[config.mk]
export PLATFORM = sky130hd
export DESIGN_NAME = onewire_master_rom_search
export DESIGN_NICKNAME = d
export VERILOG_FILES = /design/src/rtl/owms_pkg.sv /design/src/rtl/owms_csr.sv /design/src/rtl/owms_core.sv /design/src/rtl/onewire_master_rom_search.sv
export SDC_FILE = /design/constraint.sdc
export NUM_CORES = 1
export LEC_CHECK = 0
export ABC_AREA = 1
export BUFFER_PORTS_ARGS = -buffer_cell sky130_fd_sc_hd__buf_4
export CORE_AREA = 2 2 195 197
export CTS_CLUSTER_DIAMETER = 60
export DETAILED_ROUTE_END_ITERATION = 10
export DIE_AREA = 0 0 197 199
export GPL_ROUTABILITY_DRIVEN = 0
export SLEW_MARGIN = 20
export SYNTH_ARGS = -nofsm -noshare
export SYNTH_HDL_FRONTEND = slang
export SYNTH_SLANG_ARGS = --single-unit
[constraint.sdc]
create_clock -name clock -period 7.15 [get_ports clock]
set_input_delay 1.43 -clock clock [delete_from_list [all_inputs] [get_ports clock]]
set_output_delay 1.43 -clock clock [all_outputs]
set_load 0.02 [all_outputs]
[src/rtl/owms_pkg.sv]
// owms_pkg: shared types, codes and helpers for the 1-wire rom search master
// no dependencies
package owms_pkg;

   localparam int unsigned TickWidth  = 10;
   localparam int unsigned SlotWidth  = 8;
   localparam int unsigned RomWidth   = 64;
   localparam int unsigned PosWidth   = 7;
   localparam int unsigned CsrIdxWidth = 3;
   localparam int unsigned CsrDataWidth = 10;

   localparam logic [7:0] SearchCmd = 8'hF0;
   localparam logic [7:0] DefMaxDevices = 8'd8;

   // input modes
   localparam logic [2:0] MODE_TICK   = 3'd0;
   localparam logic [2:0] MODE_RESET  = 3'd1;
   localparam logic [2:0] MODE_WRITE  = 3'd2;
   localparam logic [2:0] MODE_READ   = 3'd3;
   localparam logic [2:0] MODE_SEARCH = 3'd4;

   // result events
   localparam logic [2:0] EV_NONE     = 3'd0;
   localparam logic [2:0] EV_RESET    = 3'd1;
   localparam logic [2:0] EV_WRITE    = 3'd2;
   localparam logic [2:0] EV_READ     = 3'd3;
   localparam logic [2:0] EV_FOUND    = 3'd4;
   localparam logic [2:0] EV_END      = 3'd5;
   localparam logic [2:0] EV_REJECT   = 3'd6;

   // register indexes
   localparam logic [2:0] CSR_RESET_LOW  = 3'd0;
   localparam logic [2:0] CSR_PRES_WAIT  = 3'd1;
   localparam logic [2:0] CSR_RESET_TAIL = 3'd2;
   localparam logic [2:0] CSR_SHORT_LOW  = 3'd3;
   localparam logic [2:0] CSR_ZERO_LOW   = 3'd4;
   localparam logic [2:0] CSR_READ_SAMP  = 3'd5;
   localparam logic [2:0] CSR_SLOT       = 3'd6;
   localparam logic [2:0] CSR_MAX_DEV    = 3'd7;

   // phases
   localparam logic [2:0] PH_IDLE  = 3'd0;
   localparam logic [2:0] PH_RLOW  = 3'd1;
   localparam logic [2:0] PH_RWAIT = 3'd2;
   localparam logic [2:0] PH_RTAIL = 3'd3;
   localparam logic [2:0] PH_SLOT  = 3'd4;

   localparam logic [1:0] JOB_RESET  = 2'd0;
   localparam logic [1:0] JOB_WRITE  = 2'd1;
   localparam logic [1:0] JOB_READ   = 2'd2;
   localparam logic [1:0] JOB_SEARCH = 2'd3;

   localparam logic [2:0] ST_RESET = 3'd0;
   localparam logic [2:0] ST_CMD   = 3'd1;
   localparam logic [2:0] ST_ID    = 3'd2;
   localparam logic [2:0] ST_CMP   = 3'd3;
   localparam logic [2:0] ST_DIR   = 3'd4;

   localparam logic [1:0] SK_W0 = 2'd0;
   localparam logic [1:0] SK_W1 = 2'd1;
   localparam logic [1:0] SK_RD = 2'd2;

   typedef struct packed {
      logic [9:0] reset_low;
      logic [9:0] presence_wait;
      logic [9:0] reset_tail;
      logic [7:0] short_low;
      logic [7:0] zero_low;
      logic [7:0] read_sample;
      logic [7:0] slot;
      logic [7:0] max_devices;
   } cfg_type;

   typedef struct packed {
      logic        line_low;
      logic        busy_res;
      logic [2:0]  event_res;
      logic        presence;
      logic [7:0]  data_byte;
      logic [63:0] rom_code;
      logic [7:0]  device_count;
      logic        last_device;
   } rsp_type;

   // zero counts act as one
   function automatic logic [9:0] at_least_one(input logic [9:0] v);
      at_least_one = (v == '0) ? 10'd1 : v;
   endfunction

endpackage

[src/rtl/owms_csr.sv]
// owms_csr: configuration register bank
// depends on owms_pkg
module owms_csr #(
   parameter logic [7:0] MaxDevicesDefault = owms_pkg::DefMaxDevices
) (
   input  logic                          clock,
   input  logic                          reset,
   input  logic                          csr_write,
   input  logic [owms_pkg::CsrIdxWidth-1:0]  csr_index,
   input  logic [owms_pkg::CsrDataWidth-1:0] csr_data,
   output owms_pkg::cfg_type             cfg
);
   import owms_pkg::*;

   cfg_type cfg_ff, cfg_in;

   // register write decode
   always_comb begin
      cfg_in = cfg_ff;
      if (csr_write) begin
         case (csr_index)
            CSR_RESET_LOW:  cfg_in.reset_low     = csr_data;
            CSR_PRES_WAIT:  cfg_in.presence_wait = csr_data;
            CSR_RESET_TAIL: cfg_in.reset_tail    = csr_data;
            CSR_SHORT_LOW:  cfg_in.short_low     = csr_data[7:0];
            CSR_ZERO_LOW:   cfg_in.zero_low      = csr_data[7:0];
            CSR_READ_SAMP:  cfg_in.read_sample   = csr_data[7:0];
            CSR_SLOT:       cfg_in.slot          = csr_data[7:0];
            CSR_MAX_DEV:    cfg_in.max_devices   = csr_data[7:0];
            default:        cfg_in = cfg_ff;
         endcase
      end
   end

   always_ff @(posedge clock) begin
      if (reset) begin
         cfg_ff <= '{reset_low: 10'd480, presence_wait: 10'd70, reset_tail: 10'd410,
                     short_low: 8'd6, zero_low: 8'd60, read_sample: 8'd9,
                     slot: 8'd70, max_devices: MaxDevicesDefault};
      end else begin
         cfg_ff <= cfg_in;
      end
   end

   assign cfg = cfg_ff;

endmodule

[src/rtl/owms_core.sv]
// owms_core: bus sequencer, one word per cycle while rsp is not stalled,
// result held in an output register; depends on owms_pkg
module owms_core (
   input  logic                clock,
   input  logic                reset,
   input  owms_pkg::cfg_type   cfg,
   input  logic                req_valid,
   output logic                req_ready,
   input  logic [2:0]          req_mode,
   input  logic                req_line_level,
   input  logic [7:0]          req_write_data,
   output logic                rsp_valid,
   input  logic                rsp_ready,
   output owms_pkg::rsp_type   rsp
);
   import owms_pkg::*;

   logic [2:0]  phase_ff, phase_in;
   logic [9:0]  tick_ff, tick_in;
   logic [2:0]  bit_ff, bit_in;
   logic [7:0]  shift_ff, shift_in;
   logic [63:0] rom_ff, rom_in;
   logic [6:0]  idpos_ff, idpos_in;
   logic [6:0]  lastf_ff, lastf_in;
   logic [6:0]  forkm_ff, forkm_in;
   logic        first_ff, first_in;
   logic [7:0]  found_ff, found_in;
   logic        done_ff, done_in;
   logic        drive_ff, drive_in;
   logic [1:0]  job_ff, job_in;
   logic [2:0]  stage_ff, stage_in;
   logic [1:0]  kind_ff, kind_in;
   logic        samp_ff, samp_in;
   logic        pres_ff, pres_in;
   logic        vld_ff, vld_in;
   rsp_type     rsp_ff, rsp_in;

   logic        accept;
   logic [9:0]  tnext;
   logic [7:0]  sl, lo, sp_sat;
   logic [8:0]  sp;
   logic        samp_now;
   logic [7:0]  shr;
   logic        cmp, dir;
   logic [5:0]  bitpos;
   logic [6:0]  idnext;
   logic [7:0]  fnext, maxd;

   assign req_ready = !vld_ff || rsp_ready;
   assign accept = req_valid && req_ready;

   // slot timing
   always_comb begin
      sl = (cfg.slot < 8'd2) ? 8'd2 : cfg.slot;
      lo = (kind_ff == SK_W0) ? cfg.zero_low : cfg.short_low;
      if (lo == '0) lo = 8'd1;
      if (lo > sl - 8'd1) lo = sl - 8'd1;
      sp = {1'b0, lo} + {1'b0, ((cfg.read_sample == '0) ? 8'd1 : cfg.read_sample)};
      sp_sat = (sp > {1'b0, sl}) ? sl : sp[7:0];
   end

   // next state
   always_comb begin
      phase_in = phase_ff; tick_in = tick_ff; bit_in = bit_ff; shift_in = shift_ff;
      rom_in = rom_ff; idpos_in = idpos_ff; lastf_in = lastf_ff; forkm_in = forkm_ff;
      first_in = first_ff; found_in = found_ff; done_in = done_ff; drive_in = drive_ff;
      job_in = job_ff; stage_in = stage_ff; kind_in = kind_ff; samp_in = samp_ff;
      pres_in = pres_ff;
      rsp_in = '0;
      tnext = tick_ff + 10'd1;
      samp_now = samp_ff;
      shr = {1'b0, shift_ff[7:1]};
      cmp = 1'b0; dir = 1'b0;
      bitpos = idpos_ff[5:0] - 6'd1;
      idnext = idpos_ff + 7'd1;
      fnext = found_ff + 8'd1;
      maxd = (cfg.max_devices == '0) ? 8'd1 : cfg.max_devices;

      if (req_mode != MODE_TICK) begin
         if (phase_ff != PH_IDLE || req_mode > MODE_SEARCH) begin
            rsp_in.event_res = EV_REJECT;
         end else begin
            case (req_mode)
               MODE_RESET: begin
                  job_in = JOB_RESET;
                  phase_in = PH_RLOW; tick_in = '0; drive_in = 1'b1;
               end
               MODE_WRITE: begin
                  job_in = JOB_WRITE; shift_in = req_write_data; bit_in = '0;
                  phase_in = PH_SLOT; kind_in = req_write_data[0] ? SK_W1 : SK_W0;
                  tick_in = '0; samp_in = 1'b0; drive_in = 1'b1;
               end
               MODE_READ: begin
                  job_in = JOB_READ; shift_in = '0; bit_in = '0;
                  phase_in = PH_SLOT; kind_in = SK_RD;
                  tick_in = '0; samp_in = 1'b0; drive_in = 1'b1;
               end
               default: begin
                  job_in = JOB_SEARCH; stage_in = ST_RESET;
                  rom_in = '0; lastf_in = '0; forkm_in = '0; done_in = 1'b0;
                  found_in = '0; idpos_in = 7'd1;
                  phase_in = PH_RLOW; tick_in = '0; drive_in = 1'b1;
               end
            endcase
         end
      end else if (phase_ff == PH_IDLE) begin
         drive_in = 1'b0;
      end else begin
         tick_in = tnext;
         case (phase_ff)
            PH_RLOW: begin
               if (tnext >= at_least_one(cfg.reset_low)) begin
                  phase_in = PH_RWAIT; tick_in = '0; drive_in = 1'b0;
               end else begin
                  drive_in = 1'b1;
               end
            end
            PH_RWAIT: begin
               drive_in = 1'b0;
               if (tnext >= at_least_one(cfg.presence_wait)) begin
                  pres_in = !req_line_level; phase_in = PH_RTAIL; tick_in = '0;
               end
            end
            PH_RTAIL: begin
               drive_in = 1'b0;
               if (tnext >= at_least_one(cfg.reset_tail)) begin
                  if (job_ff == JOB_RESET) begin
                     phase_in = PH_IDLE; drive_in = 1'b0;
                     rsp_in.event_res = EV_RESET; rsp_in.presence = pres_ff;
                  end else if (!pres_ff) begin
                     phase_in = PH_IDLE; drive_in = 1'b0;
                     rsp_in.event_res = EV_END; rsp_in.device_count = found_ff;
                  end else begin
                     stage_in = ST_CMD; shift_in = SearchCmd; bit_in = '0;
                     phase_in = PH_SLOT; kind_in = SearchCmd[0] ? SK_W1 : SK_W0;
                     tick_in = '0; samp_in = 1'b0; drive_in = 1'b1;
                  end
               end
            end
            default: begin
               if (kind_ff == SK_RD && tnext == {2'b0, sp_sat}) begin
                  samp_now = req_line_level;
               end
               samp_in = samp_now;
               if (tnext >= {2'b0, sl}) begin
                  // slot finished: restart a slot by default
                  tick_in = '0; drive_in = 1'b1; samp_in = 1'b0; phase_in = PH_SLOT;
                  if (job_ff == JOB_WRITE || (job_ff == JOB_SEARCH && stage_ff == ST_CMD)) begin
                     shift_in = shr;
                     if (bit_ff < 3'd7) begin
                        bit_in = bit_ff + 3'd1;
                        kind_in = shr[0] ? SK_W1 : SK_W0;
                     end else begin
                        bit_in = '0;
                        if (job_ff == JOB_WRITE) begin
                           phase_in = PH_IDLE; drive_in = 1'b0;
                           rsp_in.event_res = EV_WRITE;
                        end else begin
                           stage_in = ST_ID; idpos_in = 7'd1; forkm_in = '0;
                           kind_in = SK_RD;
                        end
                     end
                  end else if (job_ff == JOB_READ) begin
                     shift_in = {samp_now, shift_ff[7:1]};
                     kind_in = SK_RD;
                     if (bit_ff < 3'd7) begin
                        bit_in = bit_ff + 3'd1;
                     end else begin
                        bit_in = '0; phase_in = PH_IDLE; drive_in = 1'b0;
                        rsp_in.event_res = EV_READ;
                        rsp_in.data_byte = {samp_now, shift_ff[7:1]};
                     end
                  end else if (stage_ff == ST_ID) begin
                     first_in = samp_now; stage_in = ST_CMP; kind_in = SK_RD;
                  end else if (stage_ff == ST_CMP) begin
                     cmp = samp_now;
                     if (first_ff && cmp) begin
                        phase_in = PH_IDLE; drive_in = 1'b0;
                        rsp_in.event_res = EV_END; rsp_in.device_count = found_ff;
                     end else begin
                        if (first_ff != cmp) begin
                           dir = first_ff;
                        end else begin
                           if (idpos_ff < lastf_ff) dir = rom_ff[bitpos];
                           else dir = (idpos_ff == lastf_ff);
                           if (!dir) forkm_in = idpos_ff;
                        end
                        rom_in[bitpos] = dir;
                        stage_in = ST_DIR;
                        kind_in = dir ? SK_W1 : SK_W0;
                     end
                  end else begin
                     idpos_in = idnext;
                     if (idnext > 7'd64) begin
                        found_in = fnext; lastf_in = forkm_ff;
                        done_in = (forkm_ff == '0);
                        rsp_in.event_res = EV_FOUND; rsp_in.rom_code = rom_ff;
                        rsp_in.device_count = fnext;
                        rsp_in.last_device = (forkm_ff == '0);
                        if (forkm_ff == '0 || fnext >= maxd) begin
                           phase_in = PH_IDLE; drive_in = 1'b0;
                        end else begin
                           stage_in = ST_RESET; phase_in = PH_RLOW;
                        end
                     end else begin
                        stage_in = ST_ID; kind_in = SK_RD;
                     end
                  end
               end else begin
                  drive_in = (tnext < {2'b0, lo});
               end
            end
         endcase
      end
      rsp_in.line_low = drive_in;
      rsp_in.busy_res = (phase_in != PH_IDLE);
   end

   // output register
   assign vld_in = accept ? 1'b1 : (rsp_ready ? 1'b0 : vld_ff);

   always_ff @(posedge clock) begin
      if (reset) begin
         phase_ff <= PH_IDLE; tick_ff <= '0; bit_ff <= '0; shift_ff <= '0;
         rom_ff <= '0; idpos_ff <= 7'd1; lastf_ff <= '0; forkm_ff <= '0;
         first_ff <= 1'b0; found_ff <= '0; done_ff <= 1'b0; drive_ff <= 1'b0;
         job_ff <= JOB_RESET; stage_ff <= ST_RESET; kind_ff <= SK_W0;
         samp_ff <= 1'b0; pres_ff <= 1'b0; vld_ff <= 1'b0;
      end else begin
         vld_ff <= vld_in;
         if (accept) begin
            phase_ff <= phase_in; tick_ff <= tick_in; bit_ff <= bit_in;
            shift_ff <= shift_in; rom_ff <= rom_in; idpos_ff <= idpos_in;
            lastf_ff <= lastf_in; forkm_ff <= forkm_in; first_ff <= first_in;
            found_ff <= found_in; done_ff <= done_in; drive_ff <= drive_in;
            job_ff <= job_in; stage_ff <= stage_in; kind_ff <= kind_in;
            samp_ff <= samp_in; pres_ff <= pres_in;
         end
      end
   end

   // result payload
   always_ff @(posedge clock) begin
      if (accept) begin
         rsp_ff <= rsp_in;
      end
   end

   assign rsp_valid = vld_ff;
   assign rsp = rsp_ff;

endmodule

[src/rtl/onewire_master_rom_search.sv]
// onewire_master_rom_search: top level, register bank plus bus sequencer
// depends on owms_pkg, owms_csr, owms_core
//
// usage:
//  req_ channel carries one word per microsecond tick (mode 0, with the
//  sampled line level) or a command (reset, write byte, read byte, search).
//  every accepted word gives exactly one rsp_ word: rsp_line_low is the bus
//  drive for the following tick, rsp_busy_res the command state and
//  rsp_event_res any completion (found rom, search end, rejection...).
//  commands while busy are rejected with no state change.
//  rsp_valid rises in the cycle after acceptance; a word may be taken
//  every cycle, the sequencer state updating in the accepting cycle.
//  a stalled rsp_ready holds the result register; req_ready then drops
//  until the held word is taken, so nothing is lost.
//  reset clears the sequencer to idle, the bus released, and loads the
//  default timing registers. csr_ writes take effect on the next edge and
//  belong only to idle periods.
module onewire_master_rom_search #(
   parameter logic [7:0] MaxDevicesDefault = owms_pkg::DefMaxDevices
) (
   input  logic        clock,
   input  logic        reset,
   input  logic        csr_write,
   input  logic [2:0]  csr_index,
   input  logic [9:0]  csr_data,
   input  logic        req_valid,
   output logic        req_ready,
   input  logic [2:0]  req_mode,
   input  logic        req_line_level,
   input  logic [7:0]  req_write_data,
   output logic        rsp_valid,
   input  logic        rsp_ready,
   output logic        rsp_line_low,
   output logic        rsp_busy_res,
   output logic [2:0]  rsp_event_res,
   output logic        rsp_presence,
   output logic [7:0]  rsp_data_byte,
   output logic [63:0] rsp_rom_code,
   output logic [7:0]  rsp_device_count,
   output logic        rsp_last_device
);
   import owms_pkg::*;

   cfg_type cfg;
   rsp_type rsp;

   owms_csr #(
      .MaxDevicesDefault(MaxDevicesDefault)
   ) u_csr (
      .clock(clock), .reset(reset), .csr_write(csr_write),
      .csr_index(csr_index), .csr_data(csr_data), .cfg(cfg)
   );

   owms_core u_core (
      .clock(clock), .reset(reset), .cfg(cfg),
      .req_valid(req_valid), .req_ready(req_ready), .req_mode(req_mode),
      .req_line_level(req_line_level), .req_write_data(req_write_data),
      .rsp_valid(rsp_valid), .rsp_ready(rsp_ready), .rsp(rsp)
   );

   // unpack result word
   assign rsp_line_low     = rsp.line_low;
   assign rsp_busy_res     = rsp.busy_res;
   assign rsp_event_res    = rsp.event_res;
   assign rsp_presence     = rsp.presence;
   assign rsp_data_byte    = rsp.data_byte;
   assign rsp_rom_code     = rsp.rom_code;
   assign rsp_device_count = rsp.device_count;
   assign rsp_last_device  = rsp.last_device;

endmodule

==> results.md, run 1 <==
- Layout Utilization: 52.74%
- Clock share of power: ~42%
- Class of the worst hold path: register to register
- Switching component of the power: ~1400 uW
- Worst setup slack after layout: 0.5003 ns
- Startpoint of the most critical register-to-register path: u_csr.cfg[12]$_SDFFE_PP0P_
- Cell type with the highest occurrence count on the critical path: nand2_1
- Crit Path Class: register to register
- Maximum level of the CTS H-tree: 2
- Max Clock Freq: 150.4 MHz
- Wire length of the first global-routing pass: 81,930 um
- Cell area after layout: 19,580 um^2
- Yosys cell types: 53
- Outcome: finished clean
- Power density cells: 230.4 nW/um^2
- Clock root buffer master: clkbuf_16
- HPWL after detailed placement: 35,570 um
- Number of global-route vias before repair: 15,240
- Max Clock Skew: around 0.03 ns
- Number of buffers inserted during clock tree synthesis: 38
- Highest-delay cell along the critical path: dfxtp_2
- Setup-failing EPs final: 0
- Worst Path Required: about 7.6 ns
- Instance area after placement: 18,250 um^2
- Count of TritonRoute iterations in the first routing pass: 6
- Avg Inst Size Synth: 7.089 um^2
- Signed area change from the synthesized netlist to the final layout: 15.50%
- Largest voltage drop on the vdd net: 0.2154 mV
- Antenna violations before repair: 0
- Layout cells sized above 1: 11.67%
- Capturing element type of the critical path: register
- # IOs: 119
- Hold path startpoint: u_core.rom_ff[62]$_SDFFE_PP0P_
- TritonCTS clock tree: yes
- Max Buffers Root-to-Sink: 3
- Worst min-delay path endpoint: u_core.rom_ff[62]$_SDFFE_PP0P_
- Area inside the core boundary: 37,130 um^2
- Cell area after technology mapping: 16,960 um^2
- Count of placed standard cells including taps: about 2,900
- Leftover overflow at the end of global routing: 0
- Total detailed-routing wirelength: 51,890 um
- Clock latency reported for the late side of the worst-skew pair: ~0.56 ns
- Mapped Nets: roughly 2,500
- Area used by multi-input combinational logic: 8763 um^2
- Cell depth of the worst flop-to-flop path: 51
- Vias/cell: around 5.6
- Fillcell total: 3,656
- Endpoint arrival time on the critical path: 7.09 ns
- Wirelength per Cell: 17.38 um
- Hold Vio Cnt, Final: 0
- Async set or reset register ratio after synthesis: 0%
- Clock slew seen by the registers of the worst setup and hold paths: 0.06 ns
- Min Tclk post-route: 6.650 ns
- Largest net degree at the start of global routing: 89
- Ratio of final minimum period to clock period: between 90 and 100%
- Post-layout instance count excluding filler cells: about 3,000
- Seq/Total Area, Yosys: 38.78%
- Transition at the pin with the smallest max-transition slack: 1.028 ns
- Maximum net fanout on the critical path: 8
- Area of the die: roughly 39,000 um^2
- DRC violation count after routing: 0
- Reg-to-reg slack, setup: 0.50 ns
- Overall via count from detail_route: roughly 17,000
- Warnings from Yosys: 0
- Final antenna-violating net count: 0
- Worst slack after detailed placement: ~0.082 ns
- First DRT Iteration DRCs: 1,514
- Die H: 199 um
- Cell-internal power: 3152 uW
- Initial core utilization: 45.66%
- Switching power share of the total: between 30 and 40%
- Worst path max stage delay: 0.38 ns
- Number of clock sinks seen by CTS: 285
- Nets: 2,601
- Startpoint class of the critical path: register
- Register area: between 6000 and 7000 um^2
- Count of hold-fix buffers inserted at cts: 0
- N_diodes: 0
- Synthesized instance count: around 2,400
- Static Leakage: between 0.008 and 0.009 uW
- Flop and latch count out of synthesis: 285
- Power share of the combinational group: 19.3%
- Final slew viol count: 0
- Max-capacitance violation count: 0
- Worst relative slew slack: 30.96%
- Leading cell type in the layout, fill and taps excluded: nand2_1
- Cell row count: a little over 70
- Hold Path Stages: 2
- Most frequent cells in the layout: nand2_1 (540), inv_1 (276), nor2_1 (260)
- Count of buffers from port buffering: 118
- GRT Util Overall: between 20% and 30%
- Portion of total power attributed to sequential cells: 38.5%
- Die Wd: 197 um
- Number of enable flip-flop cells after synthesis: 87
- R2r endpoint: u_core.stage_ff[0]$_SDFFE_PP0P_
- Most used DFF post-synth: dfxtp_1
==> critical path: cells and delay by family (launching register included) <==
| kind | cells | cell delay [ns] |
|---|---|---|
| and+or+nand+nor | 38 | 3.89 |
| DFF | 1 | 0.38 |
| xor gates and xnor gates | 1 | 0.17 |
| AOI/OAI and AO/OA | 1 | 0.07 |
| buffers and inverters | 6 | 0.64 |
| adders and majority gates | 5 | 1.38 |
==> layer usage <==
metal / track usage (%) / up-vias / part of all wire (%)
met4: 8.076 / 0 / 2.6
met2: 42.42 / 610 / 46
met3: 3.950 / 89 / 6.9
li1: - / 8123 / -
met5: 0 / - / 0
met1: 36.38 / 7776 / 45
==> sequential cells by signal, summed over array words and instances (netlist names) <==
| register | count |
|---|---|
| u_core.drive_ff | 1 |
| u_core.phase_ff | 3 |
| u_core.kind_ff | 2 |
| u_csr.cfg | 70 |
| u_core.rsp_valid | 1 |
| u_core.pres_ff | 1 |
| u_core.lastf_ff | 7 |
| u_core.rsp | 87 |
| u_core.tick_ff | 10 |
| u_core.first_ff | 1 |
| u_core.bit_ff | 3 |
| u_core.stage_ff | 3 |
| u_core.samp_ff | 1 |
| u_core.rom_ff | 64 |
| u_core.found_ff | 8 |
| u_core.idpos_ff | 7 |
| u_core.shift_ff | 7 |
| u_core.job_ff | 2 |
| u_core.forkm_ff | 7 |
==> cell usage after synthesis (3+ instances only) <==
master    instances  area (um^2)
a31oi_1           3        18.77
clkinv_1          5        18.77
a21oi_2           3        26.28
ha_1             89         1114
nor3_1           36        180.2
nor2_4            5        56.30
a21o_1            3        22.52
xor2_1           20        175.2
nor4_1            9        56.30
nor2_2            8        50.05
nand2_2           5        31.28
clkbuf_1         62        232.7
nand3_2           5        50.05
edfxtp_1         87         2613
buf_6             5        56.30
inv_2            23        86.33
o21ai_0         171        855.8
nand3b_1         35        262.8
a21oi_1         201         1006
buf_2            22        110.1
buf_1            10        37.54
a211oi_1          6        45.04
nand4_1          90        563.0
o21a_1            3        22.52
o21ai_1           5        25.02
nand3_1         137        685.7
o211ai_1         24        180.2
nor2_1          263        987.2
nand2_1         542         2034
buf_4            11        82.58
dfxtp_1         198         3964
inv_1           279         1047
==> logic make-up (layout without fill, tap and decap cells) <==
family          count (synthesis)  after routing  share of synthesized area [%]
buf+inv                       417            535                          9.858
xor+xnor                       23             23                          1.277
fa+ha+maj                      90             90                          6.685
simple gates                 1142           1143                          29.62
compound gates                435            435                          13.78
flops                         285            285                          38.78
==> metrics by stage <==
step	hold WS [ns]	TNS, ns	total power, uW
detailed placement	0.4539	0	2624
CTS	0.4660	0	4528
global route	0.4837	-0.1167	4726
floorplan	0.4225	0	2355
finish	0.4633	0	4512
global placement	0.4436	0	2614
==> timing repair <==
| item | in CTS | in global routing |
|---|---|---|
| setup endpoints to repair | 0 | 89 |
| resized for setup | 0 | 17 |
| setup buffers | 0 | 3 |
==> worst max-delay path by stage <==
| stage | from | to | slack (ns) | depth (start not counted) |
|---|---|---|---|---|
| 6_report | u_csr.cfg[12]$_SDFFE_PP0P_ | u_core.stage_ff[0]$_SDFFE_PP0P_ | 0.50 | 51 |
| 3_3_place_gp | u_csr.cfg[13]$_SDFFE_PP0P_ | u_core.rom_ff[19]$_SDFFE_PP0P_ | 0.30 | 48 |
| 3_5_place_dp | u_csr.cfg[13]$_SDFFE_PP0P_ | u_core.rom_ff[18]$_SDFFE_PP0P_ | 0.08 | 46 |
| 5_1_grt | u_csr.cfg[12]$_SDFFE_PP0P_ | u_core.stage_ff[0]$_SDFFE_PP0P_ | -0.07 | 51 |
| 4_1_cts | u_csr.cfg[13]$_SDFFE_PP0P_ | u_core.rom_ff[19]$_SDFFE_PP0P_ | 0.01 | 46 |
| 2_1_floorplan | u_csr.cfg[13]$_SDFFE_PP0P_ | u_core.stage_ff[1]$_SDFFE_PP0P_ | 0.81 | 50 |
==> final cells by class <==
cell class / count / share of cell area (%)
Clock buffer: 52 / 5.552
Clock inverter: 18 / 0.8497
Inverter: 307 / 5.897
Multi-Input combinational cell: 1691 / 44.75
Sequential cell: 285 / 33.61
Tap cell: 474 / 3.028
Timing Repair Buffer: 158 / 6.312
==> power groups by stage <==
stage	combinational, uW	clock, uW	sequential, uW
2_1_floorplan	556	0	1800
3_3_place_gp	842	0	1770
3_5_place_dp	851	0	1770
4_1_cts	855	1940	1740
5_1_grt	980	2000	1740
6_report	872	1900	1740
(Power assumes the default switching activity.)
==> run 2, diff against run 1 <==
Settings changed: CORE_AREA 2 2 195 197 to 2 2 169 171, DIE_AREA 0 0 197 199 to 0 0 171 173, PLACE_DENSITY set to 0.81.
==> run 2 against run 1 <==
Against the previous run:
- combinational power rose by 5.4%
- non-clock buffer count increased by 5
- critical path depth down 4
- utilization grew 18 points
- clock-buffer cell count fell by 4
- clock power down 5%
- register-to-register slack better by 0.05 ns
- sequential cell count unchanged
- sequential power about the same
- worst setup slack gained 0.049 ns
- first-iteration DRC count up 57%
- critical endpoint is now u_core.forkm_ff[2]$_SDFFE_PP0P_
- power down 0.93%
==> results.md, run 2 (synthesis results as in run 1) <==
- Worst slack after detailed placement: -0.1205 ns
- Antenna violations before repair: 1
- Hold Vio Cnt, Final: 0
- Worst relative slew slack: between 30% and 40%
- Worst Path Required: 7.51 ns
- Wirelength per Cell: about 17 um
- Hold path startpoint: u_csr.cfg[34]$_SDFFE_PP1P_
- Worst path max stage delay: between 0.4 and 0.5 ns
- Transition at the pin with the smallest max-transition slack: between 1 and 1.5 ns
- Setup TNS Final: 0 ns
- Count of TritonRoute iterations in the first routing pass: 9
- R2r endpoint: u_core.forkm_ff[2]$_SDFFE_PP0P_
- Number of buffers inserted during clock tree synthesis: 34
- Portion of total power attributed to sequential cells: 38.9%
- Clock latency reported for the late side of the worst-skew pair: 0.53 ns
- Post-layout instance count excluding filler cells: 2,888
- Crit Path Class: register to register
- Endpoint arrival time on the critical path: 6.96 ns
- Startpoint class of the critical path: register
- Hold Path Stages: 2
- Final antenna-violating net count: 0
- Clock share of power: 40.6%
- Post-layout power: 4469 uW
- Max-capacitance violation count: 0
- Startpoint of the most critical register-to-register path: u_csr.cfg[9]$_SDFFE_PP1P_
- Power density cells: 230.0 nW/um^2
- Switching power share of the total: between 20 and 30%
- # IOs: 119
- Worst setup slack after layout: 0.5497 ns
- Power share of the combinational group: 20.6%
- Max Clock Freq: 151.5 MHz
- GRT Util Overall: 32.59%
- TritonCTS clock tree: yes
- HPWL after detailed placement: 32,860 um
- Vias/cell: ~6.0
- Leftover overflow at the end of global routing: 0
- Count of hold-fix buffers inserted at cts: 0
- Count of buffers from port buffering: 118
- Nets: ~2,600
- Setup-failing EPs final: 0
- Leading cell type in the layout, fill and taps excluded: nand2_1
- Cell type with the highest occurrence count on the critical path: nand2_1
- Layout cells sized above 1: 11.63%
- Min Tclk post-route: 6.600 ns
- Largest net degree at the start of global routing: 93
- Flip-flop count of the largest register, all copies and words added: 87
- Clock slew seen by the registers of the worst setup and hold paths: 0.06 ns
- Worst min-delay path endpoint: u_csr.cfg[34]$_SDFFE_PP1P_
- Total detailed-routing wirelength: 49,690 um
- Maximum net fanout on the critical path: 14
- DRC violation count after routing: 0
- Final slew viol count: 0
- Cell row count: between 60 and 70
- Clock root buffer master: clkbuf_16
- Cell-internal power: 3129 uW
- Cell depth of the worst flop-to-flop path: between 40 and 50
- Outcome: finished clean
- Area of the die: 29,580 um^2
- Wire length of the first global-routing pass: 78,480 um
- Die Wd: 171 um
- Highest-delay cell along the critical path: o21ai_0
- Signed area change from the synthesized netlist to the final layout: 14.60%
- Initial core utilization: 61.37%
- Ratio of final minimum period to clock period: between 90% and 100%
- Most frequent cells in the layout: nand2_1 (541), inv_1 (276), nor2_1 (260)
- Overall via count from detail_route: 17,200
- Capturing element type of the critical path: register
- Count of placed standard cells including taps: between 2,000 and 3,000
- Worst hold slack across all endpoints: 0.4574 ns
- First DRT Iteration DRCs: ~2,400
- Static Leakage: 0.008129 uW
- Max Buffers Root-to-Sink: 3
- Maximum level of the CTS H-tree: 2
- Max Clock Skew: 0.02610 ns
- Class of the worst hold path: register to register
- Largest voltage drop on the vdd net: 0.1933 mV
- Switching component of the power: approximately 1300 uW
- Number of clock sinks seen by CTS: 285
- Area inside the core boundary: roughly 28,000 um^2
- N_diodes: 0
- Number of global-route vias before repair: approximately 16,000
- Die H: around 170 um
- Reg-to-reg slack, setup: roughly 0.55 ns
[run 2: cell count changes in the layout (fill, tap and decap cells not counted), moves of 3 or more]
cell       change
buf_4          +7
clkbuf_16      -4
dfxtp_1        +4
dfxtp_2        -4
clkinv_2       -3
nand2_2        -3
[run 2: per-stage QoR]
step | util [%] | instance area [um^2]
CTS | 69.92 | 19320
global placement | 65.66 | 18140
finish | 70.33 | 19430
global route | 70.33 | 19430
floorplan | - | 16960
detailed placement | 65.66 | 18140
[run 2: final cells by class]
cell class	count	area, um^2
well taps	378	473.0
clock buffers	48	1007
fillers	2244	8197
multi-input cells	1693	8805
inverters	307	1157
flip-flops and latches	285	6578
repair buffers	163	1249
clock inverters	14	163.9
[run 2: timing repair]
item,4_1_cts,5_1_grt
setup endpoints to repair,18,88
cloned,1,2
setup buffers,0,3
resized for setup,0,19
pin swaps,1,7
[run 2: worst max-delay path: cells and delay by family, from the launching register on]
family / cells / cell delay (ns)
and+or+nand+nor: 32 / 3.14
adders and majority gates: 4 / 1.19
AOI/OAI and AO/OA: 5 / 1.07
buffers and inverters: 5 / 0.51
DFF: 1 / 0.36
xor gates and xnor gates: 1 / 0.13
[run 2: power by group through the flow]
stage,Clock [uW],Combinational (uW),Sequential (uW)
after floorplan,0,556,1800
after global placement,0,840,1770
after detailed placement,0,870,1770
after CTS,1810,880,1740
after global routing,1890,1010,1740
final,1810,919,1740
[run 2: worst max path at each step]
stage                                    start                         endpoint  slack [ns]  cells after the start
global placement    u_csr.cfg[13]$_SDFFE_PP0P_   u_core.rom_ff[42]$_SDFFE_PP0P_        0.23                     50
detailed placement  u_csr.cfg[11]$_SDFFE_PP0P_   u_core.rom_ff[11]$_SDFFE_PP0P_       -0.12                     49
floorplan           u_csr.cfg[13]$_SDFFE_PP0P_  u_core.stage_ff[1]$_SDFFE_PP0P_        0.81                     50
finish               u_csr.cfg[9]$_SDFFE_PP1P_  u_core.forkm_ff[2]$_SDFFE_PP0P_        0.55                     47
global route        u_csr.cfg[11]$_SDFFE_PP0P_  u_core.stage_ff[2]$_SDFFE_PP0P_       -0.13                     53
CTS                  u_csr.cfg[9]$_SDFFE_PP1P_   u_core.rom_ff[11]$_SDFFE_PP0P_        0.10                     49
[run 2: per-layer routing]
metal	GRT usage [%]	share of wire, %	vias up
li1	-	-	8133
met1	44.94	40	7823
met2	51.78	45	1058
met3	5.035	11	179
met4	11.83	3.6	2
met5	0	0.022	-
